[src/hw/rtl/tun_pkg.sv]
`default_nettype none
package tun_pkg;

  localparam int COORD_W = 16;
  localparam int EDGE_W  = COORD_W + 1;
  localparam int PROD_W  = 2 * EDGE_W;
  localparam int DIFF_W  = PROD_W + 1;
  localparam int MAG_W   = DIFF_W - 2;
  localparam int KEEP_W  = 30;
  localparam int SHIFT_MAX = MAG_W - KEEP_W;
  localparam int SQR_W   = 2 * KEEP_W;
  localparam int SUM_W   = SQR_W + 2;
  localparam int ROOT_W  = SUM_W / 2;
  localparam int REM_W   = ROOT_W + 3;
  localparam int FRAC_W  = 14;
  localparam int Q_W     = FRAC_W + 1;
  localparam int NUM_W   = KEEP_W + FRAC_W + 2;
  localparam int DEN_W   = ROOT_W + 1;
  localparam int OUT_W   = 16;
  localparam int QUEUE_DEPTH = 4;
  localparam int QPTR_W  = $clog2(QUEUE_DEPTH);

  typedef struct packed {
    logic signed [COORD_W-1:0] ax;
    logic signed [COORD_W-1:0] ay;
    logic signed [COORD_W-1:0] az;
    logic signed [COORD_W-1:0] bx;
    logic signed [COORD_W-1:0] by_coord;
    logic signed [COORD_W-1:0] bz;
    logic signed [COORD_W-1:0] cx;
    logic signed [COORD_W-1:0] cy;
    logic signed [COORD_W-1:0] cz;
  } tun_in_t;

  typedef struct packed {
    logic signed [OUT_W-1:0] nrm_x;
    logic signed [OUT_W-1:0] nrm_y;
    logic signed [OUT_W-1:0] nrm_z;
    logic                    degenerate;
  } tun_out_t;

  typedef struct packed {
    logic                  degen;
    logic [2:0]            neg;
    logic [2:0][MAG_W-1:0] mag;
  } tun_cross_t;

  typedef struct packed {
    logic                   degen;
    logic [2:0]             neg;
    logic [2:0][KEEP_W-1:0] m;
  } tun_carry_t;

endpackage
`default_nettype wire

[src/hw/rtl/tun_queue.sv]
`default_nettype none
module tun_queue (
  input  wire logic                clk,
  input  wire logic                rst_n,
  input  wire logic                push,
  output logic                     full,
  input  wire tun_pkg::tun_cross_t wdata,
  input  wire logic                pop,
  output logic                     empty,
  output tun_pkg::tun_cross_t      rdata
);

  tun_pkg::tun_cross_t mem_r [tun_pkg::QUEUE_DEPTH];
  logic [tun_pkg::QPTR_W-1:0] wr_ptr_r;
  logic [tun_pkg::QPTR_W-1:0] rd_ptr_r;
  logic [tun_pkg::QPTR_W:0]   cnt_r;
  logic do_push;
  logic do_pop;

  assign full    = (cnt_r == (tun_pkg::QPTR_W+1)'(tun_pkg::QUEUE_DEPTH));
  assign empty   = (cnt_r == '0);
  assign do_push = push && !full;
  assign do_pop  = pop && !empty;
  assign rdata   = mem_r[rd_ptr_r];

  always_ff @(posedge clk) begin
    if (!rst_n) begin
      wr_ptr_r <= '0;
      rd_ptr_r <= '0;
      cnt_r    <= '0;
    end else begin
      if (do_push) wr_ptr_r <= wr_ptr_r + 1'b1;
      if (do_pop) rd_ptr_r <= rd_ptr_r + 1'b1;
      if (do_push && !do_pop) begin
        cnt_r <= cnt_r + 1'b1;
      end else if (do_pop && !do_push) begin
        cnt_r <= cnt_r - 1'b1;
      end
    end
  end

  always_ff @(posedge clk) begin
    if (do_push) mem_r[wr_ptr_r] <= wdata;
  end

endmodule
`default_nettype wire

[config.mk]
export PLATFORM = sky130hd
export DESIGN_NAME = tun_queue
export DESIGN_NICKNAME = d
export VERILOG_FILES = /design/src/hw/rtl/tun_pkg.sv /design/src/hw/rtl/tun_queue.sv
export SDC_FILE = /design/constraint.sdc
export NUM_CORES = 1
export LEC_CHECK = 0
export BUFFER_PORTS_ARGS = -buffer_cell sky130_fd_sc_hd__buf_2
export CORE_MARGIN = 1.5
export CORE_UTILIZATION = 52
export DETAILED_ROUTE_END_ITERATION = 7
export GPL_TIMING_DRIVEN = 0
export PLACE_DENSITY_LB_ADDON = 0.15
export SLEW_MARGIN = 10
export SYNTH_ARGS = -nofsm -noshare
export SYNTH_HDL_FRONTEND = slang
export SYNTH_SLANG_ARGS = --single-unit
[constraint.sdc]
create_clock -name clk -period 4.4 [get_ports clk]
set_clock_uncertainty 0.2 [all_clocks]
set_input_delay 0.22 -clock clk [delete_from_list [all_inputs] [get_ports clk]]
set_output_delay 0.22 -clock clk [all_outputs]
set_load 0.1 [all_outputs]
==> results of run 1 <==
## flip-flops by register name, summed over array words and instances, names as in the netlist, named ones only
register,count
mem_r,412
wr_ptr_r,2
cnt_r,3
rd_ptr_r,2
## power groups by stage
stage	logic, mW	clock network, mW	registers, mW
6_report	5.86	3.29	4.97
5_1_grt	6.07	3.51	5.01
4_1_cts	5.92	3.36	4.98
3_5_place_dp	5.84	0	5.06
3_3_place_gp	5.72	0	5.10
2_1_floorplan	4.92	0	5.06
## cells by family (layout without fill, tap and decap cells)
kind of cell	after synthesis	after routing
AND/OR/NAND/NOR	17	17
XOR/XNOR	4	4
multiplexers	106	106
other	0	1
adder cells (fa/ha/maj)	6	6
flip-flops	421	421
AO/OA/AOI/OAI	4	4
buffers and inverters	28	428
## critical path, delay by kind of cell, from the launching register on
kind          cells  cell delay [ns]
simple gates      3             0.78
buf+inv           3             0.91
flops             1             0.47
## final timing paths
path,endpoint,slack [ns],cells past startpoint
setup / recovery,mem_r[2][65],1.67,6
hold / removal,wr_ptr_r[0],0.14,4
setup reg to reg,mem_r[2][65],1.67,6
hold reg to reg,wr_ptr_r[0],0.32,2
## layer usage
metal	vias up	wire (µm)
met3	46	1450
met1	3780	11800
li1	3264	-
met5	-	0
met4	0	702
met2	215	14900
## what timing repair did
| item | 4_1_cts | 5_1_grt |
|---|---|---|
| resized for setup | 0 | 0 |
| endpoints found under the hold margin | 421 | 0 |
| setup buffers | 0 | 0 |
| hold buffers | 105 | 0 |
## cells in the mapped netlist
| cell type | instances |
|---|---|
| clkbuf_1 | 2 |
| fa_1 | 1 |
| mux2i_1 | 3 |
| o21ai_0 | 1 |
| o311ai_0 | 1 |
| buf_4 | 3 |
| xnor2_1 | 3 |
| or3_1 | 1 |
| nor3_1 | 1 |
| buf_2 | 8 |
| buf_6 | 1 |
| ha_1 | 5 |
| mux4_2 | 103 |
| nor3b_1 | 1 |
| a21boi_0 | 1 |
| xor2_1 | 1 |
| buf_12 | 8 |
| inv_1 | 3 |
| and2_1 | 8 |
| o31ai_1 | 1 |
| nand2_1 | 4 |
| dfxtp_1 | 9 |
| nor2b_1 | 2 |
| buf_1 | 3 |
| edfxtp_1 | 412 |
## cell usage in the layout, fill, tap and decap left out, types with 2 or more instances in the layout
master,Yosys,layout
ha_1,5,5
clkinv_2,0,6
edfxtp_1,412,412
clkbuf_16,0,45
buf_16,0,5
clkinv_1,0,15
clkbuf_1,2,10
xnor2_1,3,3
dfxtp_1,9,9
and2_1,8,4
buf_2,8,218
nor2b_1,2,2
dlygate4sd3_1,0,105
buf_1,3,3
mux2i_1,3,3
buf_4,3,3
inv_1,3,3
and2_4,0,4
nand2_1,4,4
clkinvlp_4,0,2
mux4_2,103,103
buf_12,8,11
## final cells by class
class | instances | area (µm²)
plain buffers | 25 | 253
fillers | 1856 | 9440
inverters | 3 | 11.3
diodes | 1 | 2.50
repair buffers | 323 | 2300
multi-input cells | 137 | 2610
clock buffers | 53 | 1160
flip-flops and latches | 421 | 12600
well taps | 384 | 480
clock inverters | 24 | 131
==> results.md, run 1 <==
- Leakage: around 6.6 nW
- Area leader, netlist: edfxtp_1
- Vias/cell: about 5.3
- Syn_nets: about 700
- DP Cell Count: between 1000 and 1500
- Initial Utilization: between 50% and 60%
- Total power draw: 14.1 mW
- Pwr dens: just over 700 mW/mm²
- Most used cell, CP: buf_16
- Max Cap Viol: 0
- GR peak layer: met2
- Port bufs: 210
- XOR/XNOR Fraction of Synth Area: 0.227%
- CTS Root Cell: clkbuf_16
- Antenna Violating Nets Remaining: 0
- Worst-path fanout max: 37
- Hold path start: push
- Initial DRC count: roughly 490
- Largest net degree at the start of global routing: 40
- Post-synthesis adder-cell area fraction: less than 1%
- Simple-gate portion of the synthesized area: less than 1%
- Core area: slightly below 0.03 mm²
- Post-synthesis sequential area ratio: 81.5%
- Io pins: 212
- Tmin final: 2.73 ns
- Die Wd: around 180 µm
- M3 GR Usage: 3.72%
- GR Util All Layers: 19.6%
- Fin nets: 1066
- DR pass1 iterations: 4
- Hold WC Path Type: in2reg
- Via count: around 7300
- Crit end category: register
- Synthesized area: ~0.015 mm²
- RR Startpoint: cnt_r[0]
- Dpl cell area: about 0.017 mm²
- Final HPWL DP: roughly 18000 µm
- # rows: a little over 60
- Final Instance Area: ~0.019 mm²
- Final hold slack: between 0.1 and 0.15 ns
- CP startpoint: cnt_r[0]
- Sw Pwr: 5.98 mW
- Critical Path, Cell by Cell: nor3b_2 > nor2b_1 > clkbuf_1 > and2_4 > buf_16 > buf_16
- Worst-margin pin slew: about 0.74 ns
- Internal Power: between 8 and 9 mW
- Grt met2 use: roughly 34%
- Post-layout util: 67.4%
- First-pass GRT wire length: around 45000 µm
- Sw frac: a little over two fifths
- Crit share post-route: 62.0%
- TNS Setup: 0 ns
- Fin. max-slew vios: 0
- Clock Tree Buf Depth: 3
- Syn Area/Cell: between 20 and 30 µm²
- Setup CP Type: reg2reg
- Worst IR Drop VDD: 0.461 mV
- CTS tree: done
- Clock transition at the registers of the reported paths: about 0.060 ns
- Clk pwr share: 23.3%
- Slowest stage delay, CP: 0.57 ns
- Met1 usage: roughly 25%
- Synth Area in Compound Gates: 0.187%
- Total grt overflow: 0
- Slowest CP cell: and2_4
- Non-Filler Instances: 1371
- Mux contribution to synthesized area: 15.2%
- Unrepaired setup endpoints after global routing: no
- Placer Congestion: 0.727
- Die Ht: between 150 and 200 µm
- H-tree depth: 2
- Outcome: finished clean
- Final WS setup: between 1.5 and 2 ns
- Clk_lat worst skew: roughly 0.52 ns
- Layout area overhead: 26.5%
- Routed WL per cell: between 20 and 25 µm
- Crit path arrival time: roughly 2.7 ns
- Number of global-route vias before repair: 8146
- Fin. Hold Viols: 0
- Routed Wire Length: approximately 29000 µm
- Pre-CTS WS: 1.64 ns
- Final setup viols: 0
- Post-Syn Instances: 586
- F_max: between 300 and 400 MHz
- Synth top area share: 80.3%
- Share of post-route cells with drive strength above 1: about two fifths
- # clock sinks: about 420
- Count of state elements after synthesis: 421
- Register share of total power: 35.2%
- Total CTS buffers: between 40 and 50
- Synth cell types: 25
- Relative slew margins: between 50% and 60%
- Initial antenna violation count: 1
- Yosys warnings: 0
- Combinational power share: roughly 42%
- DIE AREA: between 0.03 and 0.04 mm²
- Crit path launch type: register
- Residual DRC: 0
- Worst EP required: about 4.4 ns
- Main combinational cell family by area after synthesis: multiplexers
- Leading post-synthesis cells by cell area: edfxtp_1 80%, mux4_2 15%, dfxtp_1 1.2%, buf_12 1.0%, ha_1 0.41%
Note: power is estimated with default switching activity, not from simulation.
==> inputs of run 2 (changes only) <==
--- a/config.mk
+++ b/config.mk
@@ -5,6 +5,7 @@
 export SDC_FILE = /design/constraint.sdc
 export NUM_CORES = 1
 export LEC_CHECK = 0
+export ABC_AREA = 1
 export BUFFER_PORTS_ARGS = -buffer_cell sky130_fd_sc_hd__buf_2
 export CORE_MARGIN = 1.5
 export CORE_UTILIZATION = 52
==> constraint.sdc (replaced) <==
create_clock -name clk -period 2.8 [get_ports clk]
set_clock_uncertainty 0.2 [all_clocks]
set_input_delay 0.14 -clock clk [delete_from_list [all_inputs] [get_ports clk]]
set_output_delay 0.14 -clock clk [all_outputs]
set_load 0.1 [all_outputs]
==> results.md, run 2 <==
- Outcome: finished clean
- Crit path arrival time: between 2 and 2.5 ns
- Async SR Flop Fraction: 0%
- Number of enable flip-flop cells after synthesis: between 400 and 500
- Post-synthesis adder-cell area fraction: less than 1%
- Worst-path fanout max: 10
- Die Ht: approximately 180 µm
- Final setup viols: 0
- Crit path launch type: register
- Clock Tree Buf Depth: 3
- R2r endpoint: mem_r[2][54]
- Clock transition at the registers of the reported paths: about 0.06 ns
- Synth Area in Compound Gates: between 10 and 15%
- Most frequent cells in the layout: 412 x edfxtp_1, 216 x nor2_1, 201 x o21ai_0, 133 x buf_2, 108 x dlygate4sd3_1
- Depth of the worst register-to-register path: 7
- Area leader, netlist: edfxtp_1
- Relative slew margins: around 53%
- Biggest register: mem_r
- Max Cap Viol: 0
- XOR/XNOR Fraction of Synth Area: less than 1%
- Core area: around 0.03 mm²
- # clock sinks: roughly 420
- Share of post-route cells with drive strength above 1: 23.3%
- Post-CTS Setup Bufs: 0
- Biggest regs: mem_r (412), cnt_r (3)
- Number of global-route vias before repair: around 10000
- Hold WC Path Type: in2reg
- Non-Filler Instances: approximately 1900
- Register Area: ~0.013 mm²
- GR Util All Layers: between 20% and 30%
- Crit share post-route: about 98%
- DIE AREA: between 0.03 and 0.04 mm²
- Port bufs: between 200 and 250
- Top FF cell, synth: edfxtp_1
- Commonest non-fill, non-tap cell in the layout: edfxtp_1
- Post-Syn Instances: 1066
- Largest net degree at the start of global routing: 27
- Io pins: about 210
- Die Wd: about 180 µm
- DR top layer: met4
- Via count: approximately 10000
- CTS Root Cell: clkbuf_16
- Count of state elements after synthesis: 421
- Routed WL per cell: just under 20 µm
- Pwr dens: between 1000 and 1500 mW/mm²
- Fin. Hold Viols: 0
- Yosys warnings: 0
- Synth cell types: 19
- Leading post-synthesis cells by cell area: edfxtp_1 79%, o21ai_0 6.4%, nor2_1 5.3%, o22ai_1 4.1%, dfxtp_1 1.1%
- # diodes: 0
- Post-synthesis sequential area ratio: 79.9%
- Initial antenna violation count: 0
- Routed Wire Length: around 36000 µm
- Syn_nets: around 1200
- Initial Utilization: 52.9%
- Total power draw: approximately 23 mW
- Syn Area/Cell: 14.7 µm²
- Mux contribution to synthesized area: 0%
- F_max: around 360 MHz
- # rows: 63
- Antenna Violating Nets Remaining: 0
- Final HPWL DP: 21700 µm
- Most common cell in the synthesized netlist: edfxtp_1
- Synthesized area: 0.0157 mm²
- Main combinational cell family by area after synthesis: compound AO/OA/AOI/OAI gates
- Fin nets: between 1500 and 2000
- H-tree depth: 2
- Fill cells: just over 2000
- Multi-input logic area: 0.00274 mm²
- Synth cell count leaders: 412 x edfxtp_1, 220 x nor2_1, 201 x o21ai_0
- Tmin final: approximately 2.8 ns
- Crit end category: output pin
- Fin. max-slew vios: 0
- Critical Path Sink: rdata[11]
- WL met2: ~18000 µm
- Total grt overflow: 0
- Wire length on met1: roughly 15000 µm
- Met3 routed WL: around 2600 µm
- Number of flip-flops in the largest register: between 400 and 500
- R2R Setup Slk: 0.33 ns
- Unrepaired setup endpoints after global routing: yes
- Placer Congestion: 0.754
- Clk_lat worst skew: roughly 0.52 ns
- Worst EP required: roughly 2.5 ns
- Vias/cell: between 5 and 6
- Total CTS buffers: 43
- First-pass GRT wire length: 54300 µm
- Simple-gate portion of the synthesized area: under 10%
- Initial DRC count: roughly 820
- Setup CP Type: reg2out
- DR pass1 iterations: 5
- CTS tree: done
- Synth top area share: roughly four fifths
- Residual DRC: 0
- Leakage: around 7.3 nW
- RR Startpoint: cnt_r[1]
- Worst IR Drop VDD: ~1.4 mV
- DP Cell Count: around 1700
- Layout area overhead: 29.4%
- Worst-margin pin slew: between 0.7 and 0.8 ns
-- run 2: metal layers --
metal | vias to the layer above | GRT usage (%)
met1 | 4901 | 30.4
met2 | 349 | 38.5
met4 | 0 | 7.49
met5 | - | 0
met3 | 64 | 4.73
li1 | 4787 | -
-- run 2: cell type report --
type | count | area share, %
inverter | 18 | 0.357
multi-input combinational | 560 | 13.5
clock buffer | 55 | 5.72
sequential | 421 | 61.7
clock inverter | 22 | 0.874
tap | 390 | 2.40
buffer | 67 | 2.06
timing repair buffer | 336 | 13.4
-- run 2: cell families (layout without fill, tap and decap cells) --
group	count (synthesis)	in the layout
AOI/OAI and AO/OA	313	313
xor gates and xnor gates	1	1
adders and majority gates	6	6
buffers and inverters	85	498
DFF	421	421
and+or+nand+nor	240	240
-- run 2: worst max-delay path, stage by stage, from the launching register on --
cell	delay, ns
dfxtp_1	0.31
buf_6	0.16
buf_6	0.18
inv_6	0.11
clkbuf_1	0.41
o21ai_0	0.16
o22ai_1	0.18
clkbuf_4	0.37
-- run 2: repair_timing --
action                                  4_1_cts  5_1_grt
endpoints found under the setup margin       94       74
gates resized for setup                      75       46
hold endpoints to repair                    429        0
hold buffers                                108        0
-- run 2: power by group --
group	internal, mW	switching, mW
Sequential	7.65	0.143
Combinational	1.96	8.12
Clock	3.20	2.21
Total	12.8	10.5
-- run 2: worst min-delay path by stage --
stage               depth (start not counted)  startpoint  slack, ns      endpoint
floorplan                                   0    wdata[0]       0.04   mem_r[0][0]
global placement                            1   wdata[23]       0.15  mem_r[1][23]
detailed placement                          1   wdata[22]       0.16  mem_r[0][22]
CTS                                         2    wdata[0]       0.15   mem_r[3][0]
global route                                2    wdata[0]       0.16   mem_r[3][0]
finish                                      2   wdata[85]       0.16  mem_r[0][85]
-- run 2: through the flow --
stage	hold WS [ns]	worst slack, ns	area [µm²]	TNS [ns]	util (%)
6_report	0.164	0.0465	20300	0	68.4
3_3_place_gp	0.154	-1.28	17300	-490.14	58.2
4_1_cts	0.145	-0.00709	20300	-0.0115	68.2
5_1_grt	0.158	-0.0129	20300	-0.0133	68.4
3_5_place_dp	0.156	0.315	17700	0	59.4
2_1_floorplan	0.0389	0.00701	15700	0	-
==> inputs of run 3 (changes only) <==
--- a/config.mk
+++ b/config.mk
@@ -7,8 +7,10 @@
 export LEC_CHECK = 0
 export ABC_AREA = 1
 export BUFFER_PORTS_ARGS = -buffer_cell sky130_fd_sc_hd__buf_2
+export CAP_MARGIN = 10
 export CORE_MARGIN = 1.5
 export CORE_UTILIZATION = 52
+export CTS_BUF_LIST = sky130_fd_sc_hd__clkbuf_8
 export DETAILED_ROUTE_END_ITERATION = 7
 export GPL_TIMING_DRIVEN = 0
 export PLACE_DENSITY_LB_ADDON = 0.15
==> results.md, run 3 (synthesized netlist as in run 2, its figures left out) <==
- Total grt overflow: 0
- Vias/cell: 5.38
- Core area: 0.0297 mm²
- Crit end category: output pin
- Fill cells: 2087
- Via count: just over 10000
- Clock transition at the registers of the reported paths: 0.06 ns
- DR pass1 iterations: 5
- Total CTS buffers: 67
- # clock sinks: approximately 420
- CTS Root Cell: clkbuf_8
- Dpl cell area: approximately 0.018 mm²
- Fin. max-slew vios: 0
- Non-Filler Instances: roughly 1900
- Sw frac: a little under half
- Crit path arrival time: about 2.4 ns
- Placer Congestion: about 0.75
- Combinational power share: between 40 and 50%
- Slowest stage delay, CP: ~0.34 ns
- Register share of total power: ~34%
- Crit path launch type: register
- Total power draw: roughly 23 mW
- Fin. Hold Viols: 0
- First-pass GRT wire length: approximately 55000 µm
- Hold WC Path Type: in2reg
- Largest net degree at the start of global routing: 27
- Commonest non-fill, non-tap cell in the layout: edfxtp_1
- F_max: roughly 370 MHz
- Share of post-route cells with drive strength above 1: about 25%
- Fin nets: approximately 1600
- Initial DRC count: between 700 and 800
- Die Wd: 177 µm
- Port bufs: about 210
- Crit share post-route: 97.1%
- Critical path buffers and inverters: 5
- Pwr dens: roughly 1100 mW/mm²
- Setup CP Type: reg2out
- Internal Power: ~12 mW
- DP Cell Count: 1684
- Routed WL per cell: ~19 µm
- Clock Tree Buf Depth: 3
- Final HPWL DP: 21700 µm
- Worst IR Drop VDD: 1.13 mV
- Sw Pwr: between 10 and 15 mW
- Unrepaired setup endpoints after global routing: no
- Biggest register: mem_r
- Final setup viols: 0
- CTS tree: done
- Final Instance Area: just over 0.02 mm²
- Outcome: finished clean
- Initial antenna violation count: 2
- Residual DRC: 0
- Io pins: roughly 210
- DIE AREA: 0.0313 mm²
- Worst-margin pin slew: 0.704 ns
- Relative slew margins: 53.0%
- Critical Path, Cell by Cell: buf_6 > buf_6 > buf_4 > buf_2 > nor2_1 > o22ai_1 > buf_4
- Slowest CP cell: buf_4
- Delay-heaviest family, CP: buffers and inverters
- H-tree depth: 3
- Worst EP required: 2.46 ns
- Antenna Violating Nets Remaining: 0
- Most frequent cells in the layout: 412 x edfxtp_1, 216 x nor2_1, 201 x o21ai_0, 118 x buf_2, 106 x dlygate4sd3_1
- Layout area overhead: 29.0%
- Initial Utilization: a little over half
- Clk pwr share: around a fifth
- Clk_lat worst skew: about 0.56 ns
- Number of global-route vias before repair: between 10000 and 15000
- Tmin final: approximately 2.7 ns
- Worst-path fanout max: 10
- Die Ht: between 150 and 200 µm
- Biggest regs: mem_r (412), cnt_r (3)
- Number of flip-flops in the largest register: 412
- Max Cap Viol: 0
- GR Util All Layers: a little under a quarter
- Leakage: 7.37 nW
- Routed Wire Length: roughly 36000 µm
- # rows: 63
[run 3: cell count changes in the layout (fill, tap and decap cells not counted), moves of 12 or more]
cell	delta
clkbuf_8	+71
clkbuf_16	-45
buf_4	+24
inv_1	+17
buf_2	-15
clkbuf_1	-12
[run 3: path summary, 6_finish.rpt]
path / start / end / slack, ns / depth (start not counted)
worst max-delay path: register / rdata[84] / 0.08 / 7
worst max register to register: cnt_r[1] / mem_r[2][55] / 0.35 / 7
worst min-delay path: wdata[16] / mem_r[1][16] / 0.11 / 2
worst min register to register: rd_ptr_r[1] / rd_ptr_r[1] / 0.33 / 2
[run 3: through the flow]
step                hold slack, ns  setup WS (ns)  utilization, %   TNS, ns
floorplan                   0.0389        0.00701               -         0
global placement             0.154          -1.28            58.2   -490.14
detailed placement           0.156          0.331            59.4         0
CTS                         0.0786       -0.00329            68.0  -0.00398
global route                0.0896        0.00114            68.2         0
finish                       0.115         0.0818            68.2         0
[run 3: routing by layer]
| layer | part of all wire (%) | wire (µm) | vias to the layer above | GRT usage, % |
|---|---|---|---|---|
| met2 | 49 | 18000 | 380 | 38.9 |
| met1 | 41 | 15100 | 5001 | 30.2 |
| li1 | - | - | 4837 | - |
| met4 | 1.9 | 686 | 0 | 7.38 |
| met5 | 0 | 0 | - | 0 |
| met3 | 7.4 | 2720 | 53 | 5.50 |
[run 3: power groups by stage]
stage | Clock [mW] | Combinational, mW | Sequential, mW
floorplan | 0 | 7.59 | 7.92
global placement | 0 | 9.38 | 7.97
detailed placement | 0 | 9.59 | 7.92
CTS | 4.91 | 10.1 | 7.79
global route | 5.19 | 10.6 | 7.85
finish | 4.81 | 10.2 | 7.80
[run 3: timing repair]
| item | in CTS | in global routing |
|---|---|---|
| resized for setup | 108 | 27 |
| endpoints found under the setup margin | 99 | 47 |
| endpoints found under the hold margin | 474 | 0 |
| hold buffers | 106 | 0 |
| buffers inserted | 0 | 0 |
[run 3: layout make-up]
class | count | area, µm² | share of cell area, %
antenna | 2 | 5.00 | 0.0247
buffer | 67 | 420 | 2.08
sequential | 421 | 12600 | 62.0
multi-input combinational | 560 | 2740 | 13.5
tap | 390 | 488 | 2.41
clock buffer | 71 | 977 | 4.82
timing repair buffer | 334 | 2750 | 13.6
inverter | 18 | 72.6 | 0.358
clock inverter | 47 | 260 | 1.28
